[config.mk]
export PLATFORM = sky130hd
export DESIGN_NAME = prefix_instruction_encoder_top_flat
export DESIGN_NICKNAME = d
export VERILOG_FILES = /design/src/design/pie_pkg.sv /design/src/design/pie_in_if.sv /design/src/design/pie_out_if.sv /design/src/design/prefix_instruction_encoder_top.sv /design/src/flat_wrapper.sv
export SDC_FILE = /design/constraint.sdc
export NUM_CORES = 1
export LEC_CHECK = 0
export BUFFER_PORTS_ARGS = -buffer_cell sky130_fd_sc_hd__buf_2
export CORE_MARGIN = 10
export CORE_UTILIZATION = 30
export DETAILED_ROUTE_END_ITERATION = 10
export PLACE_DENSITY = 0.53
export REMOVE_ABC_BUFFERS = 1
export SYNTH_ARGS = -nofsm -noshare
export SYNTH_HDL_FRONTEND = slang
export SYNTH_SLANG_ARGS = --single-unit
[constraint.sdc]
create_clock -name clk -period 4.77 [get_ports clk]
set_clock_uncertainty 0.2 [all_clocks]
set_input_delay 0.954 -clock clk [delete_from_list [all_inputs] [get_ports clk]]
set_output_delay 0.954 -clock clk [all_outputs]
set_load 0.005 [all_outputs]
[src/design/pie_pkg.sv]
// ----------------------------------------------------------------------------
// pie_pkg
// Field widths and opcode nibbles shared by the prefix instruction encoder
// and its channel interfaces.
// ----------------------------------------------------------------------------
package pie_pkg;

    localparam int FC_W   = 4;   // function code
    localparam int OPND_W = 32;  // operand as it arrives
    localparam int LEN_W  = 5;   // slot_length / total_length
    localparam int BYTE_W = 8;   // one code byte
    localparam int NIB_W  = 4;

    // longest sequence the result channel can carry
    localparam int RESULT_LIMIT = 16;

    localparam logic [NIB_W-1:0] PFX_OP = 4'h2;
    localparam logic [NIB_W-1:0] NFX_OP = 4'h6;

    localparam logic [BYTE_W-1:0] PFX_ZERO_BYTE = {PFX_OP, 4'h0};
    localparam logic [BYTE_W-1:0] ERR_BYTE      = 8'h00;

endpackage

[src/design/pie_in_if.sv]
// ----------------------------------------------------------------------------
// pie_in_if
// Instruction channel: function code, operand and slot length.
// ----------------------------------------------------------------------------
interface pie_in_if;
    import pie_pkg::*;

    logic                     valid;
    logic                     ready;
    logic [FC_W-1:0]          function_code;
    logic signed [OPND_W-1:0] operand;
    logic [LEN_W-1:0]         slot_length;

    modport source (output valid, output function_code, output operand,
                    output slot_length, input ready);
    modport sink   (input valid, input function_code, input operand,
                    input slot_length, output ready);
endinterface

[src/design/pie_out_if.sv]
// ----------------------------------------------------------------------------
// pie_out_if
// Byte channel: one code byte per transaction with last and error marks.
// ----------------------------------------------------------------------------
interface pie_out_if;
    import pie_pkg::*;

    logic              valid;
    logic              ready;
    logic [BYTE_W-1:0] code_byte;
    logic              last_byte;
    logic              no_fit;
    logic [LEN_W-1:0]  total_length;

    modport source (output valid, output code_byte, output last_byte,
                    output no_fit, output total_length, input ready);
    modport sink   (input valid, input code_byte, input last_byte,
                    input no_fit, input total_length, output ready);
endinterface

[src/design/prefix_instruction_encoder_top.sv]
// ----------------------------------------------------------------------------
// prefix_instruction_encoder_top
// Encodes a direct instruction with pfix/nfix prefixes into a byte stream.
// ----------------------------------------------------------------------------
// Each instruction transaction becomes a run of code bytes, most significant
// first, with last_byte on the final one; a sequence that does not fit its
// slot (or MAX_LENGTH when the slot is 0) gives a single byte with no_fit and
// last_byte set and total_length holding the natural length. Three register
// stages sign-extend the operand, find the highest significant nibble and
// build the byte list; the first byte is sent from the serializer register
// that follows stage 3. The serializer sends one byte per cycle while
// code.ready is high, so an instruction takes total_length bytes of the
// byte channel (one byte on a no-fit), and it sets the sustained rate.
// ----------------------------------------------------------------------------
module prefix_instruction_encoder_top #(
    parameter int MAX_LENGTH = 8,
    parameter int WORD_BITS  = 32,
    parameter int SLOT_MAX   = 16
) (
    input  logic     clk,
    input  logic     rst_n,
    pie_in_if.sink   instr,
    pie_out_if.source code
);
    import pie_pkg::*;

    localparam int NIBS      = (WORD_BITS + NIB_W - 1) / NIB_W;
    localparam int PAD_W     = NIBS * NIB_W;
    localparam int IDX_W     = $clog2(NIBS);
    localparam int LEN_LIM   = (MAX_LENGTH < RESULT_LIMIT) ? MAX_LENGTH : RESULT_LIMIT;
    localparam int SLOT_LIM  = (SLOT_MAX < RESULT_LIMIT) ? SLOT_MAX : RESULT_LIMIT;
    localparam logic [LEN_W-1:0] LEN_LIM_V  = LEN_W'(LEN_LIM);
    localparam logic [LEN_W-1:0] SLOT_LIM_V = LEN_W'(SLOT_LIM);

    // ------------------------------------------------------------------
    // handshake chain
    // ------------------------------------------------------------------
    logic s1_valid_reg, s1_valid_next;
    logic s2_valid_reg, s2_valid_next;
    logic s3_valid_reg, s3_valid_next;
    logic ser_valid_reg, ser_valid_next;
    logic s1_ready, s2_ready, s3_ready, ser_free;
    logic in_take;
    logic [LEN_W-1:0] ser_cnt_reg, ser_cnt_next;

    assign ser_free    = !ser_valid_reg || (code.ready && (ser_cnt_reg == '0));
    assign s3_ready    = !s3_valid_reg || ser_free;
    assign s2_ready    = !s2_valid_reg || s3_ready;
    assign s1_ready    = !s1_valid_reg || s2_ready;
    assign instr.ready = s1_ready;
    assign in_take     = instr.valid && s1_ready;

    // ------------------------------------------------------------------
    // stage 1: operand reduced to the machine word
    // ------------------------------------------------------------------
    logic [FC_W-1:0]      s1_fc_reg;
    logic [WORD_BITS-1:0] s1_w_reg;
    logic [LEN_W-1:0]     s1_slot_reg;
    logic [63:0]          op_ext;

    assign op_ext = {{32{instr.operand[OPND_W-1]}}, instr.operand};

    always_ff @(posedge clk)
    begin
        if (in_take)
        begin
            s1_fc_reg   <= instr.function_code;
            s1_w_reg    <= op_ext[WORD_BITS-1:0];
            s1_slot_reg <= instr.slot_length;
        end
    end

    // nibbles of w (nonnegative) or ~w (negative) that carry information
    logic             s1_neg;
    logic [PAD_W-1:0] s1_w_pad, s1_t_pad;
    logic [NIBS-1:0]  s1_nz;

    assign s1_neg   = s1_w_reg[WORD_BITS-1];
    assign s1_w_pad = PAD_W'(s1_w_reg);
    assign s1_t_pad = s1_neg ? PAD_W'(~s1_w_reg) : PAD_W'(s1_w_reg);

    always_comb
    begin
        s1_nz = '0;
        for (int j = 1; j < NIBS; j++)
        begin
            s1_nz[j] = |s1_t_pad[NIB_W*j +: NIB_W];
        end
    end

    // ------------------------------------------------------------------
    // stage 2: highest significant nibble
    // ------------------------------------------------------------------
    logic [FC_W-1:0]  s2_fc_reg;
    logic [PAD_W-1:0] s2_w_reg, s2_t_reg;
    logic             s2_neg_reg;
    logic [LEN_W-1:0] s2_slot_reg;
    logic [NIBS-1:0]  s2_nz_reg;

    always_ff @(posedge clk)
    begin
        if (s1_valid_reg && s2_ready)
        begin
            s2_fc_reg   <= s1_fc_reg;
            s2_w_reg    <= s1_w_pad;
            s2_t_reg    <= s1_t_pad;
            s2_neg_reg  <= s1_neg;
            s2_slot_reg <= s1_slot_reg;
            s2_nz_reg   <= s1_nz;
        end
    end

    // negative operands always carry an nfix, so the top index is at least 1
    logic [IDX_W-1:0] s2_top;

    always_comb
    begin
        s2_top = s2_neg_reg ? IDX_W'(1) : '0;
        for (int j = 1; j < NIBS; j++)
        begin
            if (s2_nz_reg[j])
            begin
                s2_top = IDX_W'(j);
            end
        end
    end

    // ------------------------------------------------------------------
    // stage 3: byte list, length and fit check
    // ------------------------------------------------------------------
    logic [FC_W-1:0]  s3_fc_reg;
    logic [PAD_W-1:0] s3_w_reg, s3_t_reg;
    logic             s3_neg_reg;
    logic [LEN_W-1:0] s3_slot_reg;
    logic [IDX_W-1:0] s3_top_reg;

    always_ff @(posedge clk)
    begin
        if (s2_valid_reg && s3_ready)
        begin
            s3_fc_reg   <= s2_fc_reg;
            s3_w_reg    <= s2_w_reg;
            s3_t_reg    <= s2_t_reg;
            s3_neg_reg  <= s2_neg_reg;
            s3_slot_reg <= s2_slot_reg;
            s3_top_reg  <= s2_top;
        end
    end

    logic [LEN_W-1:0]  s3_len;
    logic [LEN_W-1:0]  s3_total;
    logic              s3_fits;
    logic [BYTE_W-1:0] s3_rev [NIBS];

    assign s3_len = LEN_W'(s3_top_reg) + LEN_W'(1);

    always_comb
    begin
        if (s3_slot_reg == '0)
        begin
            s3_fits  = (s3_len <= LEN_LIM_V);
            s3_total = s3_len;
        end
        else
        begin
            s3_fits  = (s3_slot_reg <= SLOT_LIM_V) && (s3_len <= s3_slot_reg);
            s3_total = s3_slot_reg;
        end
    end

    // byte i counted from the end of the sequence
    always_comb
    begin
        for (int i = 0; i < NIBS; i++)
        begin
            if (i == 0)
            begin
                s3_rev[i] = {s3_fc_reg, s3_w_reg[NIB_W-1:0]};
            end
            else if (s3_neg_reg && (IDX_W'(i) == s3_top_reg))
            begin
                s3_rev[i] = {NFX_OP, s3_t_reg[NIB_W*i +: NIB_W]};
            end
            else
            begin
                s3_rev[i] = {PFX_OP, s3_w_reg[NIB_W*i +: NIB_W]};
            end
        end
    end

    // ------------------------------------------------------------------
    // output serializer: counts down from the first byte to the last
    // ------------------------------------------------------------------
    logic              ser_load;
    logic              ser_err_reg;
    logic [LEN_W-1:0]  ser_len_reg;
    logic [LEN_W-1:0]  ser_total_reg;
    logic [BYTE_W-1:0] rev_reg [NIBS];

    assign ser_load = s3_valid_reg && ser_free;

    always_ff @(posedge clk)
    begin
        if (ser_load)
        begin
            ser_err_reg   <= !s3_fits;
            ser_len_reg   <= s3_len;
            ser_total_reg <= s3_fits ? s3_total : s3_len;
            rev_reg       <= s3_rev;
        end
    end

    always_comb
    begin
        s1_valid_next  = s1_valid_reg;
        s2_valid_next  = s2_valid_reg;
        s3_valid_next  = s3_valid_reg;
        ser_valid_next = ser_valid_reg;
        ser_cnt_next   = ser_cnt_reg;

        if (s1_ready)
        begin
            s1_valid_next = instr.valid;
        end
        if (s2_ready)
        begin
            s2_valid_next = s1_valid_reg;
        end
        if (s3_ready)
        begin
            s3_valid_next = s2_valid_reg;
        end

        if (ser_free)
        begin
            ser_valid_next = s3_valid_reg;
            ser_cnt_next   = s3_fits ? (s3_total - LEN_W'(1)) : '0;
        end
        else if (code.ready)
        begin
            ser_cnt_next = ser_cnt_reg - LEN_W'(1);
        end
    end

    always_ff @(posedge clk or negedge rst_n)
    begin
        if (!rst_n)
        begin
            s1_valid_reg  <= 1'b0;
            s2_valid_reg  <= 1'b0;
            s3_valid_reg  <= 1'b0;
            ser_valid_reg <= 1'b0;
            ser_cnt_reg   <= '0;
        end
        else
        begin
            s1_valid_reg  <= s1_valid_next;
            s2_valid_reg  <= s2_valid_next;
            s3_valid_reg  <= s3_valid_next;
            ser_valid_reg <= ser_valid_next;
            ser_cnt_reg   <= ser_cnt_next;
        end
    end

    // counts at or above the natural length are left padding
    always_comb
    begin
        if (ser_err_reg)
        begin
            code.code_byte = ERR_BYTE;
        end
        else if (ser_cnt_reg >= ser_len_reg)
        begin
            code.code_byte = PFX_ZERO_BYTE;
        end
        else
        begin
            code.code_byte = rev_reg[ser_cnt_reg[IDX_W-1:0]];
        end
    end

    assign code.valid        = ser_valid_reg;
    assign code.last_byte    = (ser_cnt_reg == '0);
    assign code.no_fit       = ser_err_reg;
    assign code.total_length = ser_total_reg;

    // ------------------------------------------------------------------
    // assertions
    // ------------------------------------------------------------------
    a_nofit_is_last: assert property (@(posedge clk) disable iff (!rst_n)
        code.valid && code.no_fit |-> code.last_byte)
        else $error("no_fit transaction without last_byte");

    a_total_nonzero: assert property (@(posedge clk) disable iff (!rst_n)
        code.valid |-> (code.total_length != '0)
                       && (ser_cnt_reg < code.total_length))
        else $error("byte count outside sequence length");

    a_count_steps: assert property (@(posedge clk) disable iff (!rst_n)
        code.valid && code.ready && !code.last_byte
        |=> code.valid && (ser_cnt_reg == $past(ser_cnt_reg) - LEN_W'(1)))
        else $error("serializer did not step to the next byte");

    a_stall_full: assert property (@(posedge clk) disable iff (!rst_n)
        !instr.ready |-> s1_valid_reg && s2_valid_reg && s3_valid_reg
                         && ser_valid_reg)
        else $error("input stalled with a free pipeline slot");

endmodule

[src/flat_wrapper.sv]
// flat-port wrapper written by rule: the top's interface ports become plain ports
module prefix_instruction_encoder_top_flat import pie_pkg::*;
#(
    parameter int MAX_LENGTH = 8,
    parameter int WORD_BITS  = 32,
    parameter int SLOT_MAX   = 16
)
  (clk, rst_n, instr_valid, instr_function_code, instr_operand, instr_slot_length, instr_ready, code_valid, code_code_byte, code_last_byte, code_no_fit, code_total_length, code_ready);
  pie_in_if instr_i ();
  pie_out_if code_i ();
  input  logic clk;
  input  logic rst_n;
  input wire logic [$bits(instr_i.valid)-1:0] instr_valid;
  input wire logic [$bits(instr_i.function_code)-1:0] instr_function_code;
  input wire logic [$bits(instr_i.operand)-1:0] instr_operand;
  input wire logic [$bits(instr_i.slot_length)-1:0] instr_slot_length;
  output wire logic [$bits(instr_i.ready)-1:0] instr_ready;
  output wire logic [$bits(code_i.valid)-1:0] code_valid;
  output wire logic [$bits(code_i.code_byte)-1:0] code_code_byte;
  output wire logic [$bits(code_i.last_byte)-1:0] code_last_byte;
  output wire logic [$bits(code_i.no_fit)-1:0] code_no_fit;
  output wire logic [$bits(code_i.total_length)-1:0] code_total_length;
  input wire logic [$bits(code_i.ready)-1:0] code_ready;
  assign instr_i.valid = instr_valid;
  assign instr_i.function_code = instr_function_code;
  assign instr_i.operand = instr_operand;
  assign instr_i.slot_length = instr_slot_length;
  assign instr_ready = instr_i.ready;
  assign code_valid = code_i.valid;
  assign code_code_byte = code_i.code_byte;
  assign code_last_byte = code_i.last_byte;
  assign code_no_fit = code_i.no_fit;
  assign code_total_length = code_i.total_length;
  assign code_i.ready = code_ready;
  prefix_instruction_encoder_top #(.MAX_LENGTH(MAX_LENGTH), .WORD_BITS(WORD_BITS), .SLOT_MAX(SLOT_MAX)) u_core (.clk(clk), .rst_n(rst_n), .instr(instr_i), .code(code_i));
endmodule
==> flow_summary.yaml, run 1 <==
sta:
  worst_slew_pin_slew_ns: 1.07
  fin_crit_ns: 4.03
  slew_viol_final: 0
  finalSetupTns_ns: 0
  max-slew-margin-rel: 0.286
  timing.fmax_ghz: 0.248
  grt_setup_unrepaired: "no"
  hold_viol_final: 0
  postLayoutSetupSlackWorst_ns: 0.736
  setup_viol: 0
  post-route-period-util: 0.846
clock_tree:
  clockBufferDepth: 3
  h-tree-depth: 1
  cts-root-buf: "clkbuf_16"
  clkLatencyLatePin_ns: 0.53
  cts_made_buffers: 27
  cts_hold_buf: 0
  clock_sinks: 249
  post_cts_buffers: 0
  clkTransAtPathRegs_ns: 0.06
  cts_tree: "done"
  cts_resized: 0
synth:
  synth-seq-cells: 249
  async_flop_share: 0.0361
  synth_area_um2: 9340
  syn_area_per_cell_um2: 19.3
  ys_seq_area_frac: 0.796
  ys_types: 49
  ys_warn_count: 0
  dominantRegCellSynth: "edfxtp_1"
  synthesis.instances: 484
  synth-edff-count: 240
worst_setup_path:
  crit_arrival_ns: 2.88
  crit_chain: "ha_1 -> a21o_1 -> a21o_1 -> a2111oi_0 -> and3_1 -> buf_2"
  critical_path_class: "reg2out"
  critPathMaxFanout: 14
  worst_path_most_repeated_cell: "a21o_1"
  cp_slowest_cell: "dfrtp_1"
  max_stage_delay_ns: 0.74
  cp_data_required_time_ns: 3.62
  crit_path_end_kind: "output port"
  critPathLaunchType: "register"
detailed_routing:
  wl_um: 16000
  post_drt_via_cell_ratio: 4.35
  firstDrtPassIters: 4
  wl_per_cell_um: 16.2
  vias: 4292
  first_iter_violations: 357
  drc: 0
  ant_nets: 0
grt:
  grt_max_degree: 76
  antenna_found_initial: 0
  grt_usage: 0.0832
  grt_pass1_wl_um: 25800
  grt_overflow: 0
  grt_pass1_vias: 4697
place:
  dp_hpwl_um: 10900
  pre_cts_ws_ns: 1.19
  io_buffers: 61
  gp_congestion: 0.803
pwr:
  ir_drop_mv: 0.248
  power_density_nw_per_um2: 478
  cellLeakagePower_nw: 3.85
  finalPower_w: 0.00526
die:
  io_pins: 62
  die_y_um: 196
  rows: 64
  die_w_um: 196
  initial_core_util: 0.304
  die-area_um2: 38600
  core_um2: 30700
run_status:
  status: "finished clean"
layout:
  drive_above_1_share: 0.262
  layout_commonest_cell: "edfxtp_1"
  antenna_cells: 0
  layout_common_cells: "edfxtp_1, buf_2, xor2_1, mux2_2, clkbuf_16"
  nFillCells: 2845
  largest_reg_flops: 43
  fin_nets: 632
  area_growth_syn_to_layout_pct: 17.7
min_path:
  hp-class: "in2async"
flow_run:
  maxCapViolations: 0
## final cells by class
cell class,count,area [um^2],share of cell area
repair buffers,66,343,0.0312
well taps,396,495,0.0451
clock buffers,32,694,0.0632
flip-flops and latches,249,7430,0.676
inverters,24,90.1,0.00820
multi-input cells,202,1780,0.162
clock inverters,18,160,0.0146
## cell families (layout without fill, tap and decap cells)
| family | count (synthesis) | count (layout) | share of synthesized area |
|---|---|---|---|
| AO/OA/AOI/OAI | 36 | 36 | 0.0303 |
| XOR/XNOR | 30 | 30 | 0.0281 |
| adder cells (fa/ha/maj) | 17 | 17 | 0.0228 |
| buffers and inverters | 33 | 140 | 0.0149 |
| flip-flops | 249 | 249 | 0.796 |
| multiplexers | 46 | 46 | 0.0663 |
| AND/OR/NAND/NOR | 73 | 73 | 0.0415 |
## synth_stat cells, types with 5 or more instances
cell        n  area, um^2
xor2_1     29         254
mux2_2     27         304
a21oi_1     5        25.0
ha_1       17         213
buf_2       6        30.0
nor2_1     16        60.1
edfxtp_1  240        7210
o21ai_0     5        25.0
inv_1      24        90.1
or4_1       7        52.6
nor2b_1     6        37.5
nor3_1      5        25.0
mux2i_1     9        90.1
and2_1      6        37.5
dfrtp_1     9         225
mux4_2     10         225
nand3_1     9        45.0
nand2_1    10        37.5
## final timing paths
check                                      start                     to  slack [ns]  cells after the start
max                        u_core.ser_cnt_reg[1]      code_code_byte[4]        0.74                      6
min                                        rst_n  u_core.ser_cnt_reg[3]        0.08                      1
max reg2reg                u_core.ser_cnt_reg[1]    u_core.s3_w_reg[21]        1.45                      7
min reg2reg                  u_core.s2_w_reg[23]    u_core.s3_w_reg[23]        0.22                      0
max in group asynchronous                  rst_n    u_core.s3_valid_reg        4.09                      1
min in group clk             u_core.s2_w_reg[23]    u_core.s3_w_reg[23]        0.22                      0
## critical path: cells and delay by family, from the launching register on
kind                     cells  cell delay, ns
flip-flops                   1            0.74
adder cells (fa/ha/maj)      1            0.35
AND/OR/NAND/NOR              1            0.23
buffers and inverters        1            0.11
AO/OA/AOI/OAI                3            0.91
## per-stage QoR
stage / instances / area [um^2] / util / hold slack [ns]
after floorplan: 475 / 9290 / - / 0.200
after global placement: 937 / 10100 / 0.331 / 0.209
after detailed placement: 937 / 10100 / 0.331 / 0.205
after CTS: 987 / 11000 / 0.358 / 0.0631
after global routing: 987 / 11000 / 0.358 / 0.0770
final: 987 / 11000 / 0.358 / 0.0805
## power breakdown
group          switching (W)  leakage [nW]  internal, W
clock network       0.000815         0.425      0.00116
logic               0.000322          1.17     0.000240
registers           0.000107          2.26      0.00262
## metal layers
metal	track usage	routed length (um)	up-vias
li1	-	-	2049
met1	0.106	7070	2097
met2	0.138	7810	118
met3	0.0197	761	28
met4	0.0257	393	0
met5	0	0	-
Note: power is estimated with default switching activity, not from simulation.
==> run 2: changes to the inputs <==
- clock period: 4.77 -> 3.75 ns (I/O delays scaled with it)
==> flow_summary.yaml, run 2 (synthesis results as in run 1) <==
layout:
  largest_reg_flops: 43
  nFillCells: 2855
  layout_commonest_cell: "edfxtp_1"
  stdcell_area_um2: 11100
  fin_nets: 634
  drive_above_1_share: 0.269
  fin_cells: 987
  antenna_cells: 0
  area_growth_syn_to_layout_pct: 19.0
  layout_common_cells: "edfxtp_1, buf_2, xor2_1, mux2_2, clkbuf_16"
grt:
  met3_usage: 0.0199
  grt_usage: 0.0814
  grt_max_degree: 76
  met2_usage: 0.137
  antenna_found_initial: 0
  grt_overflow: 0
  busiest_layer: "met2"
  grt_pass1_wl_um: 25100
  grt_use_met1: 0.100
  grt_pass1_vias: 4688
pwr:
  power_density_nw_per_um2: 624
  cellLeakagePower_nw: 3.88
  ir_drop_mv: 0.342
sta:
  holdWs_ns: 0.181
  hold_viol_final: 0
  worst_slew_pin_slew_ns: 1.06
  slew_viol_final: 0
  setup_viol: 0
  fin_crit_ns: 3.55
  timing.fmax_ghz: 0.282
  grt_setup_unrepaired: "no"
  max-slew-margin-rel: 0.292
  post-route-period-util: 0.946
worst_setup_path:
  crit_chain: "inv_1 -> ha_1 -> nand2b_1 -> a21o_1 -> a21o_1 -> a2111o_2 -> nor2_1 -> buf_2"
  cp_slowest_cell: "a2111o_2"
  critPathMaxFanout: 5
  critPathLaunchType: "register"
  max_stage_delay_ns: 0.53
  critical_path_class: "reg2out"
  crit_arrival_ns: 2.60
  crit_path_end_kind: "output port"
  cp_data_required_time_ns: 2.80
  worst_path_most_repeated_cell: "a21o_1"
clock_tree:
  clkTransAtPathRegs_ns: 0.06
  cts_made_buffers: 26
  clkLatencyLatePin_ns: 0.54
  cts_tree: "done"
  h-tree-depth: 1
  post_cts_buffers: 0
  cts-root-buf: "clkbuf_16"
  clock_sinks: 249
  clockBufferDepth: 3
die:
  die_w_um: 196
  io_pins: 62
  die-area_um2: 38600
  core_um2: 30700
  rows: 64
  die_y_um: 196
  initial_core_util: 0.304
run_status:
  status: "finished clean"
place:
  io_buffers: 61
  dp_hpwl_um: 10900
  dp_cells: 939
  gp_congestion: 0.802
  placed_area_um2: 10200
min_path:
  hp-class: "in2reg"
detailed_routing:
  firstDrtPassIters: 4
  post_drt_via_cell_ratio: 4.26
  wl_um: 15900
  vias: 4204
  drc: 0
  wl_per_cell_um: 16.1
  ant_nets: 0
  first_iter_violations: 371
flow_run:
  maxCapViolations: 0
[run 2: changes by cell type in the layout (fill, tap and decap cells not counted), sizes merged]
cell,delta
inv,-2
bufinv,+4
buf,+2
dlygate4sd3,+1
clkbuf,-1
clkinvlp,+4
clkinv,-8
[run 2: stage by stage]
stage	setup slack (ns)	utilization	TNS (ns)	total power (W)
3_5_place_dp	0.510	0.331	0	0.00428
4_1_cts	0.0579	0.362	0	0.00704
6_report	0.201	0.362	0	0.00693
2_1_floorplan	-0.566	-	-33.18	0.00397
3_3_place_gp	0.569	0.331	0	0.00425
5_1_grt	0.00986	0.362	0	0.00725
[run 2: final cells by class]
cell class	instances	area [um^2]	share of cell area
Multi-Input combinational cell	202	1790	0.161
Inverter	24	90.1	0.00811
Clock inverter	16	265	0.0239
Tap cell	396	495	0.0446
Clock buffer	31	669	0.0603
Sequential cell	249	7430	0.669
Timing Repair Buffer	69	368	0.0331
[run 2: report_power, final]
| group | internal (W) | switching, W | total, W |
|---|---|---|---|
| Sequential | 0.00333 | 0.000106 | 0.00344 |
| Clock | 0.00170 | 0.00103 | 0.00272 |
| Combinational | 0.000318 | 0.000452 | 0.000771 |
| Total | 0.00535 | 0.00159 | 0.00693 |
[run 2: critical path, delay by kind of cell (launching register included)]
family | cells | cell delay [ns]
AOI/OAI and AO/OA | 3 | 0.91
adders and majority gates | 1 | 0.25
buffers and inverters | 2 | 0.26
DFF | 1 | 0.38
and+or+nand+nor | 2 | 0.28
[run 2: what timing repair did]
action / 4_1_cts / 5_1_grt
hold buffers: 1 / 0
pin swaps: 0 / 1
setup endpoints to repair: 2 / 6
gates resized for setup: 1 / 3
hold endpoints to repair: 9 / 0
[run 2: path summary, 6_finish.rpt]
path                                            start                           to  slack [ns]  cells after the start
worst max register to register   u_core.s3_top_reg[0]  u_core.code.total_length[2]        0.65                      9
worst min-delay path                instr_operand[20]          u_core.s1_w_pad[20]        0.18                      1
worst min register to register    u_core.s2_t_reg[14]          u_core.s3_t_reg[14]        0.22                      0
worst max-delay path            u_core.ser_cnt_reg[0]            code_code_byte[1]        0.20                      8
max in group asynchronous                       rst_n        u_core.ser_cnt_reg[0]        2.75                      2
min in group asynchronous                       rst_n        u_core.ser_cnt_reg[3]        0.41                      2
[run 2: layer usage]
| metal | wire [um] | up-vias |
|---|---|---|
| li1 | - | 2047 |
| met1 | 6920 | 2035 |
| met2 | 7700 | 93 |
| met3 | 836 | 29 |
| met4 | 471 | 0 |
| met5 | 0 | - |
